--- config.mk ---
export PLATFORM = sky130hd
export DESIGN_NAME = egsm_mul
export DESIGN_NICKNAME = d
export VERILOG_FILES = /design/src/rtl/egsm_pkg.sv /design/src/rtl/egsm_mul.sv
export SDC_FILE = /design/constraint.sdc
export NUM_CORES = 2
export LEC_CHECK = 0
export BUFFER_PORTS_ARGS = -buffer_cell sky130_fd_sc_hd__buf_2
export CORE_ASPECT_RATIO = 1.75
export CORE_MARGIN = 1
export CORE_UTILIZATION = 33
export DETAILED_ROUTE_END_ITERATION = 16
export HOLD_SLACK_MARGIN = 0.06
export PLACE_DENSITY = 0.54
export REMOVE_ABC_BUFFERS = 1
export SLEW_MARGIN = 20
export SYNTH_ARGS = -nofsm -noshare
export SYNTH_HDL_FRONTEND = slang
export SYNTH_SLANG_ARGS = --single-unit
export TNS_END_PERCENT = 50
--- constraint.sdc ---
create_clock -name aclk -period 6.5 [get_ports aclk]
set_input_delay 0.325 -clock aclk [delete_from_list [all_inputs] [get_ports aclk]]
set_output_delay 0.325 -clock aclk [all_outputs]
set_load 0.005 [all_outputs]
--- src/rtl/egsm_pkg.sv ---
`default_nettype none
package egsm_pkg;

    localparam int OP_W      = 2;
    localparam int NODE_W    = 16;
    localparam int XVAL_W    = 24;
    localparam int ACC_W     = 48;
    localparam int NPE_W     = 6;
    localparam int SUM_W     = 30;
    localparam int S_DATA_W  = 40;
    localparam int M_DATA_W  = 64;

    localparam int MUL_A_W   = 24;
    localparam int MUL_B_W   = 31;
    localparam int MUL_P_W   = MUL_A_W + MUL_B_W;

    localparam int NODES_DEFAULT   = 65536;
    localparam int MAX_NPE_DEFAULT = 32;
    localparam logic [NPE_W-1:0] NPE_RESET = 6'd4;
    localparam logic [NPE_W-1:0] NPE_MIN   = 6'd2;

    localparam logic signed [ACC_W-1:0] ACC_MAX = {1'b0, {(ACC_W-1){1'b1}}};
    localparam logic signed [ACC_W-1:0] ACC_MIN = {1'b1, {(ACC_W-1){1'b0}}};

    typedef enum logic [OP_W-1:0] {
        OP_LOAD   = 2'd0,
        OP_GATHER = 2'd1,
        OP_READ   = 2'd2,
        OP_NONE   = 2'd3
    } op_t;

    typedef struct packed {
        logic [NODE_W-1:0] slot;
        logic [XVAL_W-1:0] val;
    } gbuf_entry_t;

endpackage
`default_nettype wire

--- src/rtl/egsm_mul.sv ---
`default_nettype none
module egsm_mul (
    input  wire logic                          aclk,
    input  wire logic [egsm_pkg::MUL_A_W-1:0]  a,
    input  wire logic [egsm_pkg::MUL_B_W-1:0]  b,
    output logic      [egsm_pkg::MUL_P_W-1:0]  prod
);
    import egsm_pkg::*;

    logic [MUL_P_W-1:0] prod_reg;
    logic [MUL_P_W-1:0] prod_next;

    assign prod_next = a * b;

    always_ff @(posedge aclk) begin
        prod_reg <= prod_next;
    end

    assign prod = prod_reg;

endmodule
`default_nettype wire

==> Word level (Yosys, flattened, before mapping) <==
Index checks and enable logic that the tools add are counted.
{ "word_totals": {"wordCells": 2, "output_inout_bits": 55, "ff_bits": 55} }
{ "classes": {"mul": 1} }
{ "op_table": {"columns": ["op", "n"], "rows": [
  ["$mul A24 B31 Y55", 1]
]} }

==> Depth between registers and ports, before layout <==
{ "depth": {"word_depth": 1, "depth_mapped": 25} }

==> Worst setup path after synthesis <==
Ideal clock, no wire load.
{ "synth_path": {"path_type": "input port to flip-flop", "start": "input port a[9] in the netlist's numbering", "end": "register prod_reg[47] (netlist: prod[47])", "stages": 24, "arrival_ps": 6328, "required_time_ps": 6374, "setup_ps": 126, "path_slack_ps": 47, "cell_sequence": "clkbuf_1 -> nand2_1 -> fa_1 -> fa_1 -> inv_1 -> fa_1 -> inv_1 -> fa_1 -> inv_1 -> fa_1 -> fa_1 -> inv_1 -> fa_1 -> inv_1 -> ha_1 -> buf_4 -> nand4_1 -> or3_1 -> or3_4 -> a21oi_1 -> nor4_1 -> a211oi_2 -> a31oi_1 -> xnor2_1"} }
{ "synth_between": {"elab_chain_len": 1} }
{ "synth_lines": {"columns": ["element", "line_no", "text"], "rows": [
  ["start: declaration", "egsm_mul.sv:4", "input wire logic [egsm_pkg::MUL_A_W-1:0] a,"],
  ["$mul A24 B31 Y55", "egsm_mul.sv:13", "assign prod_next = a * b;"],
  ["via prod_next[47]", "egsm_mul.sv:11", "logic [MUL_P_W-1:0] prod_next;"],
  ["end signal: assignment", "egsm_mul.sv:16", "prod_reg <= prod_next;"],
  ["end: declaration", "egsm_mul.sv:10", "logic [MUL_P_W-1:0] prod_reg;"]
]} }
The timed path passes the listed nets, and every way through them passes these cells.

==> Final worst setup path <==
{ "layout_path": {"start": "input port a[3] in the netlist's numbering", "end": "register prod_reg[53] (netlist: prod[53])"} }
The elaborated chain is that of the path after synthesis.

==> reports/metrics.yaml <==
syn_to_final_growth_pct: 19.0
synthCells: 2840
cp_max_fo: 8
place_area_um2: 29200
status: "finished, final reports clean"
crit_slowest_cell: "fa_2"
grt_max_degree: 25
final_cell_mix: "683 x inv_1, 609 x fa_1, 392 x nand2_1"
ys_types: 60
io_buffer_count: 110
first_global_vias: 22000
boundaryPins: 111
crit_required_ps: 6750
drt-total-wl_mm: 78.8
worst_slew_pin_slew_ps: 468
min_period_ps: 6410
nets: 4001
post_synth_xor_area_fraction: 0.0165
cp-end-kind: "register"
cpPeakStageDelay_ps: 600
synth-edff-count: 0
drt_iter0_drc: 653
gr-usage-all-layers: 0.207
synth_top_family_by_area: "adder cells"
ys.warnings.count: 0
synth.area.top_cells: "fa_1 50%, inv_1 10%, and2_1 9.7%"
firstDrtPassIters: 5
wl_per_cell_um: 19.0
dpl.hpwl_mm: 70.2
grt-ovfl-total: 0
synth_compound_area_frac: 0.0470
die_y_um: 369
fmax_ghz: 0.156
drive_above_1_share: 0.178
yosys.area_share.simple: 0.177
die_w_um: 212
worstPathCellList: "buf_6 -> buf_12 -> buf_6 -> nand2_1 -> fa_1 -> inv_1 -> fa_1 -> inv_1 -> fa_1 -> fa_1 -> inv_1 -> fa_2 -> fa_1 -> fa_1 -> ha_1 -> a21oi_1 -> o21ai_2 -> a21oi_2 -> o21ai_2 -> nor4_4 -> a211oi_4 -> or4_1 -> nand3_1"
max_cap_violations: 0
path_class: "input pin to register"
synth_mux_area_frac: 0
crit_top_cell: "fa_1"
tritoncts: "yes"
remaining_drc_errors: 0
start_util: 0.333
timing.final.crit_share: 0.987
relSlewSlack: 0.687
dieArea_um2: 78200
synthAdderAreaFrac: 0.590
gpl.final_weighted_congestion: 0.882
finalSetupViolCount: 0
cp_num_buf_inv: 6
largest_reg_flops: 55
rows: 134
num_vias: 19600
clock_path_buffers: 2
synth-seq-cells: 55
drv_slew: 0
syn_avg_cell_area_um2: 8.96
synth.top_cell.area_share: 0.501
ant_nets: 0
final_common_cell: "inv_1"
antenna_cells: 0
hold_ws_ps: 510
yosys.area.top_type: "fa_1"
finalInstanceArea_um2: 30300
synth_ff_type: "dfxtp_1"
rsz0062_at_grt: "true"
core_um2: 76300
async_reset_ff_frac: 0
cpLargestDelayFamily: "adder cells"
root_buffer: "clkbuf_16"
numCtsBuffers: 5
htree_levels: 2
clk_pin_slew_ps: 90
hold_end: "prod[0]"
grt_antenna_before_repair: 1
hp-class: "input pin to register"
cp-start-kind: "input pin"
syn_area_um2: 25400
holdPathStages: 3
critical_path_arrival_ps: 6660
grt_pass1_wl_mm: 121
cts.sinks: 55
vias_per_cell: 4.74
ys_seq_area_frac: 0.0433
hold_violations: 0
min_from: "b[0]"
==> per-stage QoR <==
step	setup WS, ps	TNS, ps	std cells	utilization
2_1_floorplan	257	0	2682	-
3_3_place_gp	-505	-8680	4123	0.383
3_5_place_dp	-523	-9300	4123	0.383
4_1_cts	4.22	0	4133	0.387
5_1_grt	-75.9	-410	4149	0.397
6_report	87.4	0	4149	0.397
==> layer usage <==
layer,global-route usage,vias up,part of all wire
li1,-,8786,-
met1,0.193,10300,0.31
met2,0.430,398,0.60
met3,0.0126,205,0.024
met4,0.115,2,0.067
met5,0,-,0.00019
==> Yosys cell counts (3+ instances only) <==
master and number:
a211oi_1 7, a21o_1 30, a21oi_1 51, a31oi_1 6, a41oi_1 4, and2_1 393
and3_1 3, buf_2 11, clkbuf_1 144, dfxtp_1 55, fa_1 636, ha_1 181
inv_1 693, nand2_1 395, nand2b_1 3, nand3_1 15, nand4_1 15, nor2_1 32
nor3_1 11, nor3b_1 3, nor4_1 4, o211ai_1 8, o21a_1 7, o21ai_0 27
o21ai_1 7, o21bai_1 8, o31ai_1 3, xnor2_1 28, xor2_1 20
==> cells by family (layout without fill, tap and decap cells) <==
family | Yosys count | in the layout
AO/OA/AOI/OAI | 180 | 180
flip-flops | 55 | 55
adder cells (fa/ha/maj) | 817 | 817
XOR/XNOR | 48 | 48
buffers and inverters | 851 | 1140
AND/OR/NAND/NOR | 889 | 889
==> worst max path at each step <==
stage / start / to / slack [ps] / depth (start not counted)
CTS: a[4] / prod[52] / 4 / 25
floorplan: a[12] / prod[47] / 260 / 23
global placement: b[13] / prod[30] / -510 / 25
global route: b[7] / prod[49] / -80 / 25
finish: a[3] / prod[53] / 90 / 23
detailed placement: b[13] / prod[30] / -520 / 25
==> cell type report <==
class                           count  area [um^2]
Tap cell                         1020         1280
Clock buffer                        6          129
Timing Repair Buffer              439         3490
Fill cell                        7830        46000
Clock inverter                      2         60.1
Multi-Input combinational cell   1934        21600
Sequential cell                    55         1100
Inverter                          693         2600
==> repair_timing <==
action / in CTS / in global routing
buffers inserted: 3 / 14
hold buffers: 0 / 0
gates cloned: 0 / 3
gates resized for setup: 36 / 152
endpoints found under the setup margin: 14 / 28
pin swaps: 11 / 70
Power is not shown: default switching activity piles up to over one toggle a cycle in this logic, so the estimate is an artifact.
