### config.mk
export PLATFORM = sky130hd
export DESIGN_NAME = egsm_gbuf
export DESIGN_NICKNAME = d
export VERILOG_FILES = /design/src/rtl/egsm_pkg.sv /design/src/rtl/egsm_gbuf.sv
export SDC_FILE = /design/constraint.sdc
export NUM_CORES = 1
export LEC_CHECK = 0
export BUFFER_PORTS_ARGS = -buffer_cell sky130_fd_sc_hd__buf_2
export CORE_MARGIN = 1.5
export CORE_UTILIZATION = 55
export CTS_BUF_LIST = sky130_fd_sc_hd__clkbuf_8
export CTS_CLUSTER_SIZE = 24
export DETAILED_ROUTE_END_ITERATION = 7
export GPL_TIMING_DRIVEN = 0
export PLACE_DENSITY = 0.71
export SYNTH_ARGS = -nofsm -noshare
export SYNTH_HDL_FRONTEND = slang
export SYNTH_SLANG_ARGS = --single-unit
### constraint.sdc
create_clock -name aclk -period 9 [get_ports aclk]
set_clock_uncertainty 0.15 [all_clocks]
set_input_delay 0.45 -clock aclk [delete_from_list [all_inputs] [get_ports aclk]]
set_output_delay 0.45 -clock aclk [all_outputs]
set_load 0.02 [all_outputs]
### src/rtl/egsm_pkg.sv
`default_nettype none
package egsm_pkg;

    localparam int OP_W      = 2;
    localparam int NODE_W    = 16;
    localparam int XVAL_W    = 24;
    localparam int ACC_W     = 48;
    localparam int NPE_W     = 6;
    localparam int SUM_W     = 30;
    localparam int S_DATA_W  = 40;
    localparam int M_DATA_W  = 64;

    localparam int MUL_A_W   = 24;
    localparam int MUL_B_W   = 31;
    localparam int MUL_P_W   = MUL_A_W + MUL_B_W;

    localparam int NODES_DEFAULT   = 65536;
    localparam int MAX_NPE_DEFAULT = 32;
    localparam logic [NPE_W-1:0] NPE_RESET = 6'd4;
    localparam logic [NPE_W-1:0] NPE_MIN   = 6'd2;

    localparam logic signed [ACC_W-1:0] ACC_MAX = {1'b0, {(ACC_W-1){1'b1}}};
    localparam logic signed [ACC_W-1:0] ACC_MIN = {1'b1, {(ACC_W-1){1'b0}}};

    typedef enum logic [OP_W-1:0] {
        OP_LOAD   = 2'd0,
        OP_GATHER = 2'd1,
        OP_READ   = 2'd2,
        OP_NONE   = 2'd3
    } op_t;

    typedef struct packed {
        logic [NODE_W-1:0] slot;
        logic [XVAL_W-1:0] val;
    } gbuf_entry_t;

endpackage
`default_nettype wire

### src/rtl/egsm_gbuf.sv
`default_nettype none
module egsm_gbuf #(
    parameter int DEPTH = egsm_pkg::MAX_NPE_DEFAULT,
    parameter int IW    = $clog2(DEPTH)
) (
    input  wire logic                       aclk,
    input  wire logic                       wr_en,
    input  wire logic [IW-1:0]              wr_addr,
    input  wire egsm_pkg::gbuf_entry_t      wr_data,
    input  wire logic                       rd_en,
    input  wire logic [IW-1:0]              rd_addr,
    output egsm_pkg::gbuf_entry_t           rd_data
);
    import egsm_pkg::*;

    gbuf_entry_t mem [DEPTH];
    gbuf_entry_t rd_data_reg;

    always_ff @(posedge aclk) begin
        if (wr_en) begin
            mem[wr_addr] <= wr_data;
        end
        if (rd_en) begin
            rd_data_reg <= mem[rd_addr];
        end
    end

    assign rd_data = rd_data_reg;

endmodule
`default_nettype wire

# After elaboration in Yosys (flattened, before gate mapping)
# Memories as Yosys holds them, arrays and structs flattened. A register that Yosys moved wholly into a read port is not among the register bits.
# Index checks and enable logic that the tools add are counted.
# classes
n_shift	0
multipliers	0
bitwise_logic	0
div_mod_pow	0
n_reduce_logical	0
n_eq_ne	0
muxes	2
add_sub_neg	0
magnitude_cmp	0
# op_table
cell	n
2-to-1 mux 1 bit	2
# totals
register_bits	0
latchBits	0
word_cells	3
output_inout_bits	40
mem_bits_ro	0
mem_count	1
mem_bits_rw	1280
in_bits	53
# memory_table
memory	words	width	rd	rd_ports_with_merged_regs	wr	line	source
mem	32	40	1	1	1	egsm_gbuf.sv:16	gbuf_entry_t mem [DEPTH];

# Longest topological paths before layout
# Gate-level depths: netlist of run 1.
# logic_depth
word_depth	2
depth_mapped	8
ltp_nobuf	5

# Least setup slack after synthesis of run 1
# No wires, ideal clock.
# synth_path
path_type	input -> register
start	input wr_addr[1]
end	memory mem[12][0] (netlist bit) (enable)
arrival_ns	2.794
n_path_buf	1
t_required_ns	8.413
path_slack_ns	5.619
path_stages	3
setup_ns	0.437
cell_sequence	or3b_2 > clkbuf_1 > nor2_1
# synth_rtl
element	line	source
start: declaration	egsm_gbuf.sv:8	input wire logic [IW-1:0] wr_addr,
end: declaration	egsm_gbuf.sv:16	
# No word-level cell before the write port.

# Worst setup path after layout of run 1
# layout_path
start	input wr_addr[1]
end	memory mem[8][24] (netlist bit) (enable)
# No word-level cell before the write port.

==> results of run 1 <==
-- stage by stage --
step / cells / total power, uW / worst slack, ps / util
2_1_floorplan: 2813 / 7390 / 5620 / -
3_3_place_gp: 4147 / 7660 / 3340 / 0.577
3_5_place_dp: 4179 / 7700 / 5840 / 0.587
4_1_cts: 4562 / 12100 / 6760 / 0.630
5_1_grt: 4564 / 12400 / 6640 / 0.630
6_report: 4569 / 12000 / 6690 / 0.630
-- layer usage --
metal | track usage | routed length [um] | part of all wire | vias up
met3 | 0.0495 | 8780 | 0.073 | 202
met5 | 0 | 32 | 0.00027 | -
met1 | 0.348 | 49100 | 0.41 | 13800
met2 | 0.412 | 58600 | 0.49 | 1137
li1 | - | - | - | 12000
met4 | 0.0947 | 3540 | 0.030 | 6
-- critical path, cell delays in order --
cell	delay (ps)
buf_2	120
or3b_2	450
clkbuf_1	430
nor2_4	900
buf_12	280
-- cell usage after synthesis (31+ instances only) --
cell,count
a21oi_1,120
clkbuf_1,62
a31oi_1,40
nand3_1,122
a22oi_1,120
nor3_1,40
mux2i_1,640
a22o_1,80
nand2_1,122
nor2_1,33
edfxtp_1,1320
buf_2,31
-- placed cells by master, fill, tap and decap left out, types with 32 or more instances in the layout --
cell           instances
clkbuf_8             198
nand2_1              122
mux2i_1              640
clkinv_1              42
a22o_1                80
edfxtp_1            1320
nor2_4                32
a31oi_1               40
dlygate4sd3_1         40
a22oi_1              120
nand3_1              122
nor3_1                40
clkbuf_1              62
a21oi_1              120
buf_2                122
inv_1                 66
-- where the power goes --
group | leakage [uW] | internal (uW) | switching, uW
combinational | 0.00640 | 224 | 475
clock | 0.00206 | 2250 | 2200
sequential | 0.0119 | 6860 | 20.8
-- cells by family after synthesis --
family | share of synthesized area
multiplexers | 0.126
AO/OA/AOI/OAI | 0.0481
flip-flops | 0.778
AND/OR/NAND/NOR | 0.0296
buffers and inverters | 0.0189
-- worst max path at each step --
stage / depth (start not counted) / endpoint / from
3_5_place_dp: 5 / mem[8][26] / wr_addr[1]
4_1_cts: 5 / mem[8][9] / wr_addr[1]
6_report: 5 / mem[8][24] / wr_addr[1]
2_1_floorplan: 3 / mem[12][0] / wr_addr[1]
5_1_grt: 7 / rd_data[8] / rd_addr[1]
3_3_place_gp: 4 / mem[8][26] / wr_addr[1]
-- final cells by class --
class,count,area (um^2),area share
Sequential cell,1320,39600,0.685
Multi-Input combinational cell,1333,10600,0.183
Clock buffer,198,2730,0.0471
Tap cell,1243,1560,0.0269
Timing Repair Buffer,163,1530,0.0264
Buffer,160,962,0.0166
Clock inverter,145,842,0.0146
Antenna cell,7,17.5,0.000303
==> flow_summary.html, run 1 <==
<table>
<tr><th>Metric</th><th>Value</th></tr>
<tr><th colspan="2">Routing</th></tr>
<tr><td>DRC violation total after the first TritonRoute iteration</td><td>3,054</td></tr>
<tr><td>Overall via count from detail_route</td><td>27,100</td></tr>
<tr><td>Remaining design rule violation count</td><td>0</td></tr>
<tr><td>Drt wl/cell</td><td>26.3 um</td></tr>
<tr><td>Vias per cell</td><td>about 5.9</td></tr>
<tr><td>TritonRoute pass-1 iters</td><td>7</td></tr>
<tr><td>Detail Route Antenna Nets</td><td>0</td></tr>
<tr><td>Total wire length after detailed routing</td><td>between 100,000 and 150,000 um</td></tr>
<tr><th colspan="2">Clocking</th></tr>
<tr><td>Number of buffers created by CTS</td><td>around 200</td></tr>
<tr><td>Hold_buf cts</td><td>40</td></tr>
<tr><td>Post-CTS Setup Inserts</td><td>0</td></tr>
<tr><td>Number of gates resized after CTS</td><td>0</td></tr>
<tr><td>Library cell used as clock root buffer</td><td>clkbuf_8</td></tr>
<tr><td>Clock Path Buffers</td><td>3</td></tr>
<tr><td>Clk_lat worst skew</td><td>around 850 ps</td></tr>
<tr><td>TritonCTS Sinks</td><td>1,320</td></tr>
<tr><td>Clock-pin slew reported for the worst setup and hold paths after clock tree synthesis</td><td>about 60 ps</td></tr>
<tr><td>Clock tree from TritonCTS</td><td>built</td></tr>
<tr><td># H-tree levels</td><td>4</td></tr>
<tr><th colspan="2">Min path</th></tr>
<tr><td>Worst hold start</td><td>rd_en</td></tr>
<tr><td>Kind of path behind the tightest hold check</td><td>in -&gt; reg</td></tr>
<tr><td>Hold endpoint</td><td>rd_data[20]</td></tr>
<tr><td>Number of cells on the worst hold path</td><td>1</td></tr>
<tr><th colspan="2">Synth</th></tr>
<tr><td>Largest area contributor in the netlist</td><td>edfxtp_1</td></tr>
<tr><td>Post-synthesis cell type count</td><td>25</td></tr>
<tr><td>Leading cell types by total area after synthesis</td><td>edfxtp_1 78%, mux2i_1 13%, a22oi_1 1.8%, a22o_1 1.4%, nand3_1 1.2%</td></tr>
<tr><td>Most used DFF post-synth</td><td>edfxtp_1</td></tr>
<tr><td>Avg Cell Area, Syn</td><td>about 18 um^2</td></tr>
<tr><td>Cell count after synthesis</td><td>2,813</td></tr>
<tr><td>Post-synthesis instance area</td><td>about 51,000 um^2</td></tr>
<tr><td>EDFF count, synth</td><td>1,320</td></tr>
<tr><td>Post-synth ARST share</td><td>0</td></tr>
<tr><td>Fraction of the yosys area taken by sequential cells</td><td>0.778</td></tr>
<tr><td>Yosys Warn Count</td><td>0</td></tr>
<tr><td>Synthesized net count</td><td>~2,900</td></tr>
<tr><td>Register bit count reported by yosys</td><td>1,320</td></tr>
<tr><td>Area share of the largest cell type after synthesis</td><td>0.778</td></tr>
<tr><th colspan="2">Global routing</th></tr>
<tr><td>Total global routing track utilization</td><td>0.255</td></tr>
<tr><td>Vias in the first global route</td><td>about 28,000</td></tr>
<tr><td>Initial antenna violation count</td><td>7</td></tr>
<tr><td>Wire length of the first global-routing pass</td><td>roughly 180,000 um</td></tr>
<tr><td>GRT Residual Overflow</td><td>0</td></tr>
<tr><td>Pin count of the biggest net entering global routing</td><td>slightly above 40</td></tr>
<tr><th colspan="2">Layout</th></tr>
<tr><td>Net count, final</td><td>~3,200</td></tr>
<tr><td>Layout Area Growth over Synthesis</td><td>13.6%</td></tr>
<tr><td>Fraction of final layout cells with drive strength greater than 1</td><td>0.145</td></tr>
<tr><td>Design Area, Final</td><td>~58,000 um^2</td></tr>
<tr><td>Final-layout fill cell count</td><td>about 6,300</td></tr>
<tr><td>Number of flip-flops in the largest register</td><td>between 1,000 and 1,500</td></tr>
<tr><th colspan="2">Critical path</th></tr>
<tr><td>Required time reported for the critical path endpoint</td><td>9380 ps</td></tr>
<tr><td>Register-to-register path setup slack</td><td>slightly above 7000 ps</td></tr>
<tr><td>Reg-to-Reg End</td><td>rd_data[7]</td></tr>
<tr><td>Type of origin of the critical path</td><td>input port</td></tr>
<tr><td>Largest fanout on the critical path</td><td>21</td></tr>
<tr><td>Arrival time worst endpoint</td><td>2700 ps</td></tr>
<tr><td>Crit. End Element</td><td>flop</td></tr>
<tr><td>Depth of the most critical reg-to-reg path</td><td>5</td></tr>
<tr><td>Source of the worst register-to-register timing path</td><td>mem[1][7]</td></tr>
<tr><td>Critical setup path kind</td><td>in -&gt; reg</td></tr>
<tr><th colspan="2">Timing</th></tr>
<tr><td>Final setup violating endpoints</td><td>0</td></tr>
<tr><td>Final Hold Slack</td><td>284 ps</td></tr>
<tr><td>Sum of negative setup slack</td><td>0 ps</td></tr>
<tr><td>Number of hold violations in the final report</td><td>0</td></tr>
<tr><td>Unrepaired setup endpoints after global routing</td><td>no</td></tr>
<tr><td>Minimum clock period</td><td>2310 ps</td></tr>
<tr><td>Slew @ Worst Pin</td><td>1260 ps</td></tr>
<tr><td>Worst relative slew slack</td><td>0.162</td></tr>
<tr><td>Final max-slew violation count</td><td>0</td></tr>
<tr><td>Share of the clock period used by the worst path after layout</td><td>0.257</td></tr>
<tr><td>Timing-limited maximum frequency</td><td>between 0.4 and 0.5 GHz</td></tr>
<tr><th colspan="2">Die</th></tr>
<tr><td>Core Box Area</td><td>between 90,000 and 100,000 um^2</td></tr>
<tr><td>Floorplan row count</td><td>between 100 and 150</td></tr>
<tr><td>Die ar.</td><td>94,500 um^2</td></tr>
<tr><td>Initial core utilization</td><td>0.555</td></tr>
<tr><td>Die span in x</td><td>just over 300 um</td></tr>
<tr><td>Height of the die</td><td>~300 um</td></tr>
<tr><td>Num ports</td><td>93</td></tr>
<tr><th colspan="2">Placed design</th></tr>
<tr><td>Placed Area</td><td>approximately 54,000 um^2</td></tr>
<tr><td>Routability cong.</td><td>between 0.7 and 0.8</td></tr>
<tr><td>HPWL after detailed placement</td><td>between 70,000 and 80,000 um</td></tr>
<tr><td>Count of buffers inserted at the top-level ports</td><td>91</td></tr>
<tr><th colspan="2">Power and ir drop</th></tr>
<tr><td>Worst IR drop on VDD</td><td>approximately 0.16 mV</td></tr>
<tr><td>Static leakage</td><td>just over 0.02 uW</td></tr>
<tr><td>Cell area power density</td><td>between 200 and 250 nW/um^2</td></tr>
<tr><th colspan="2">Outcome</th></tr>
<tr><td>Outcome</td><td>finished, final reports clean</td></tr>
<tr><th colspan="2">Run</th></tr>
<tr><td>Number of max-cap violations</td><td>0</td></tr>
</table>
Note: power is estimated with default switching activity, not from simulation.
==> run 2: changes to the inputs <==
- PLACE_DENSITY: 0.71 -> 0.74
- clock period: 9 -> 2.1 ns (I/O delays scaled with it)
==> flow_summary.html, run 2 (synthesis results as in run 1) <==
<table>
<tr><th>Metric</th><th>Value</th></tr>
<tr><th colspan="2">Outcome</th></tr>
<tr><td>Outcome</td><td>finished, final reports clean</td></tr>
<tr><th colspan="2">Global routing</th></tr>
<tr><td>Wire length of the first global-routing pass</td><td>177,000 um (+0.97%)</td></tr>
<tr><td>Vias in the first global route</td><td>28,300 (+2.4%)</td></tr>
<tr><td>Total global routing track utilization</td><td>0.258 (+0.00254)</td></tr>
<tr><td>Pin count of the biggest net entering global routing</td><td>41 (unchanged)</td></tr>
<tr><td>GRT Residual Overflow</td><td>0 (unchanged)</td></tr>
<tr><td>Initial antenna violation count</td><td>5 (-2)</td></tr>
<tr><th colspan="2">Layout</th></tr>
<tr><td>Most common cell after layout, fill and taps aside</td><td>edfxtp_1</td></tr>
<tr><td>Fraction of final layout cells with drive strength greater than 1</td><td>0.144 (-0.000994)</td></tr>
<tr><td>Number of flip-flops in the largest register</td><td>1,280 (unchanged)</td></tr>
<tr><td>Final-layout fill cell count</td><td>6,269 (+0.22%)</td></tr>
<tr><td>Layout Area Growth over Synthesis</td><td>13.4%</td></tr>
<tr><td>Net count, final</td><td>3,230 (+0.12%)</td></tr>
<tr><td>Commonest cells after routing, fill and taps aside</td><td>1,320 x edfxtp_1, 640 x mux2i_1, 201 x clkbuf_8</td></tr>
<tr><td>Non-filler cells in the finished layout</td><td>4,581 (+0.26%)</td></tr>
<tr><th colspan="2">Clocking</th></tr>
<tr><td>Library cell used as clock root buffer</td><td>clkbuf_8</td></tr>
<tr><td>Clock tree from TritonCTS</td><td>built</td></tr>
<tr><td>Clock-pin slew reported for the worst setup and hold paths after clock tree synthesis</td><td>70 ps (about the same)</td></tr>
<tr><td>Post-CTS Setup Inserts</td><td>0 (unchanged)</td></tr>
<tr><td># H-tree levels</td><td>4 (unchanged)</td></tr>
<tr><td>Clock Path Buffers</td><td>3 (unchanged)</td></tr>
<tr><td>Number of buffers created by CTS</td><td>196 (+0.51%)</td></tr>
<tr><td>TritonCTS Sinks</td><td>1,320 (unchanged)</td></tr>
<tr><td>Clk_lat worst skew</td><td>840 ps (about the same)</td></tr>
<tr><th colspan="2">Critical path</th></tr>
<tr><td>Type of origin of the critical path</td><td>input port</td></tr>
<tr><td>Arrival time worst endpoint</td><td>2410 ps (-290 ps)</td></tr>
<tr><td>Largest fanout on the critical path</td><td>21 (unchanged)</td></tr>
<tr><td>Required time reported for the critical path endpoint</td><td>2470 ps (-6910 ps)</td></tr>
<tr><td>Critical setup path kind</td><td>in -&gt; reg</td></tr>
<tr><td>Crit. End Element</td><td>flop</td></tr>
<tr><th colspan="2">Timing</th></tr>
<tr><td>Final max-slew violation count</td><td>0 (unchanged)</td></tr>
<tr><td>Share of the clock period used by the worst path after layout</td><td>0.974</td></tr>
<tr><td>Slew @ Worst Pin</td><td>1260 ps (+4.14 ps)</td></tr>
<tr><td>Final setup violating endpoints</td><td>0 (unchanged)</td></tr>
<tr><td>Minimum clock period</td><td>around 2000 ps</td></tr>
<tr><td>Timing-limited maximum frequency</td><td>0.489 GHz</td></tr>
<tr><td>Unrepaired setup endpoints after global routing</td><td>no</td></tr>
<tr><td>Worst relative slew slack</td><td>0.159 (-0.00276)</td></tr>
<tr><td>Number of hold violations in the final report</td><td>0 (unchanged)</td></tr>
<tr><th colspan="2">Routing</th></tr>
<tr><td>Overall via count from detail_route</td><td>27,600 (+1.9%)</td></tr>
<tr><td>TritonRoute pass-1 iters</td><td>6 (-1)</td></tr>
<tr><td>Detail Route Antenna Nets</td><td>0 (unchanged)</td></tr>
<tr><td>Drt wl/cell</td><td>26.5 um (+0.77%)</td></tr>
<tr><td>DRC violation total after the first TritonRoute iteration</td><td>2,906 (-4.8%)</td></tr>
<tr><td>Vias per cell</td><td>6.03 (+1.6%)</td></tr>
<tr><td>Remaining design rule violation count</td><td>0 (unchanged)</td></tr>
<tr><td>Total wire length after detailed routing</td><td>121,000 um (+1.0%)</td></tr>
<tr><th colspan="2">Placed design</th></tr>
<tr><td>Count of buffers inserted at the top-level ports</td><td>91 (unchanged)</td></tr>
<tr><td>Dpl cells</td><td>4,175 (-0.096%)</td></tr>
<tr><td>Routability cong.</td><td>0.802 (+1.4%)</td></tr>
<tr><td>HPWL after detailed placement</td><td>74,700 um (-1.4%)</td></tr>
<tr><th colspan="2">Die</th></tr>
<tr><td>Core Box Area</td><td>91,800 um^2 (unchanged)</td></tr>
<tr><td>Initial core utilization</td><td>0.555 (unchanged)</td></tr>
<tr><td>Die span in x</td><td>307 um (unchanged)</td></tr>
<tr><td>Die ar.</td><td>94,500 um^2 (unchanged)</td></tr>
<tr><td>Num ports</td><td>93 (unchanged)</td></tr>
<tr><td>Floorplan row count</td><td>111 (unchanged)</td></tr>
<tr><td>Height of the die</td><td>307 um (unchanged)</td></tr>
<tr><th colspan="2">Min path</th></tr>
<tr><td>Kind of path behind the tightest hold check</td><td>in -&gt; reg</td></tr>
<tr><th colspan="2">Power and ir drop</th></tr>
<tr><td>Power Total</td><td>51,000 uW (+320%)</td></tr>
<tr><td>Cell area power density</td><td>882 nW/um^2 (+320%)</td></tr>
<tr><td>Worst IR drop on VDD</td><td>0.571 mV (+260%)</td></tr>
<tr><td>Static leakage</td><td>0.0203 uW (-0.23%)</td></tr>
<tr><th colspan="2">Run</th></tr>
<tr><td>Number of max-cap violations</td><td>0 (unchanged)</td></tr>
</table>
-- run 2: cell count changes in the layout (fill, tap and decap cells not counted), moves of 2 or more --
cell and change:
dlygate4sd3_1 +2, bufinv_16 -6, inv_1 +2, clkinv_2 +5, inv_6 -2, diode_2 -4, clkinv_1 +13, inv_8 -2
clkinvlp_4 +3, clkbuf_8 +3
-- run 2: path summary, 6_finish.rpt --
kind | start | slack (ps) | cells past startpoint | to
max reg2reg | mem[7][32] | 240 | 5 | rd_data[32]
max | wr_addr[1] | 60 | 5 | mem[8][25]
min | wr_addr[2] | 40 | 3 | mem[11][4]
min reg2reg | mem[10][22] | 570 | 4 | rd_data[22]
-- run 2: worst max-delay path, cell delays in order --
cell	delay, ps
buf_2	120
or3b_2	460
clkbuf_1	480
nor2_4	900
buf_12	300
-- run 2: area by class of cell --
type / count / area [um^2] / area share
Buffer: 160 / 962 / 0.0167
Clock buffer: 201 / 2770 / 0.0479
Antenna cell: 3 / 7.51 / 0.000130
Clock inverter: 155 / 684 / 0.0118
Multi-Input combinational cell: 1334 / 10600 / 0.184
Sequential cell: 1320 / 39600 / 0.686
Tap cell: 1243 / 1560 / 0.0269
Timing Repair Buffer: 165 / 1540 / 0.0266
-- run 2: timing repair --
action	in CTS	in global routing
hold buffers	42	0
hold endpoints to repair	1420	0
setup endpoints to repair	33	0
resized for setup	1	0
-- run 2: where the power goes --
group / switching, uW / leakage (uW) / total, uW / internal, uW
clock: 9480 / 0.00201 / 18500 / 8990
combinational: 2030 / 0.00640 / 2990 / 961
sequential: 90.8 / 0.0119 / 29500 / 29400
total: 11600 / 0.0203 / 51000 / 39400
-- run 2: per-stage QoR --
| step | utilization | area (um^2) | TNS (ps) | hold slack, ps | setup WS [ps] |
|---|---|---|---|---|---|
| final | 0.629 | 57800 | 0 | 40.3 | 55.3 |
| after global routing | 0.629 | 57800 | 0 | 31.2 | 12.3 |
| after CTS | 0.628 | 57700 | 0 | -36.6 | 24.9 |
| after detailed placement | 0.586 | 53800 | -641180 | 398 | -898 |
| after global placement | 0.578 | 53100 | -1743530 | 399 | -2810 |
| after floorplan | - | 51100 | -302150 | 53.9 | -586 |
-- run 2: per-layer routing --
layer / GRT usage / part of all wire
met1: 0.347 / 0.40
met4: 0.111 / 0.039
met3: 0.0501 / 0.083
met5: 0 / 0.00021
met2: 0.414 / 0.48
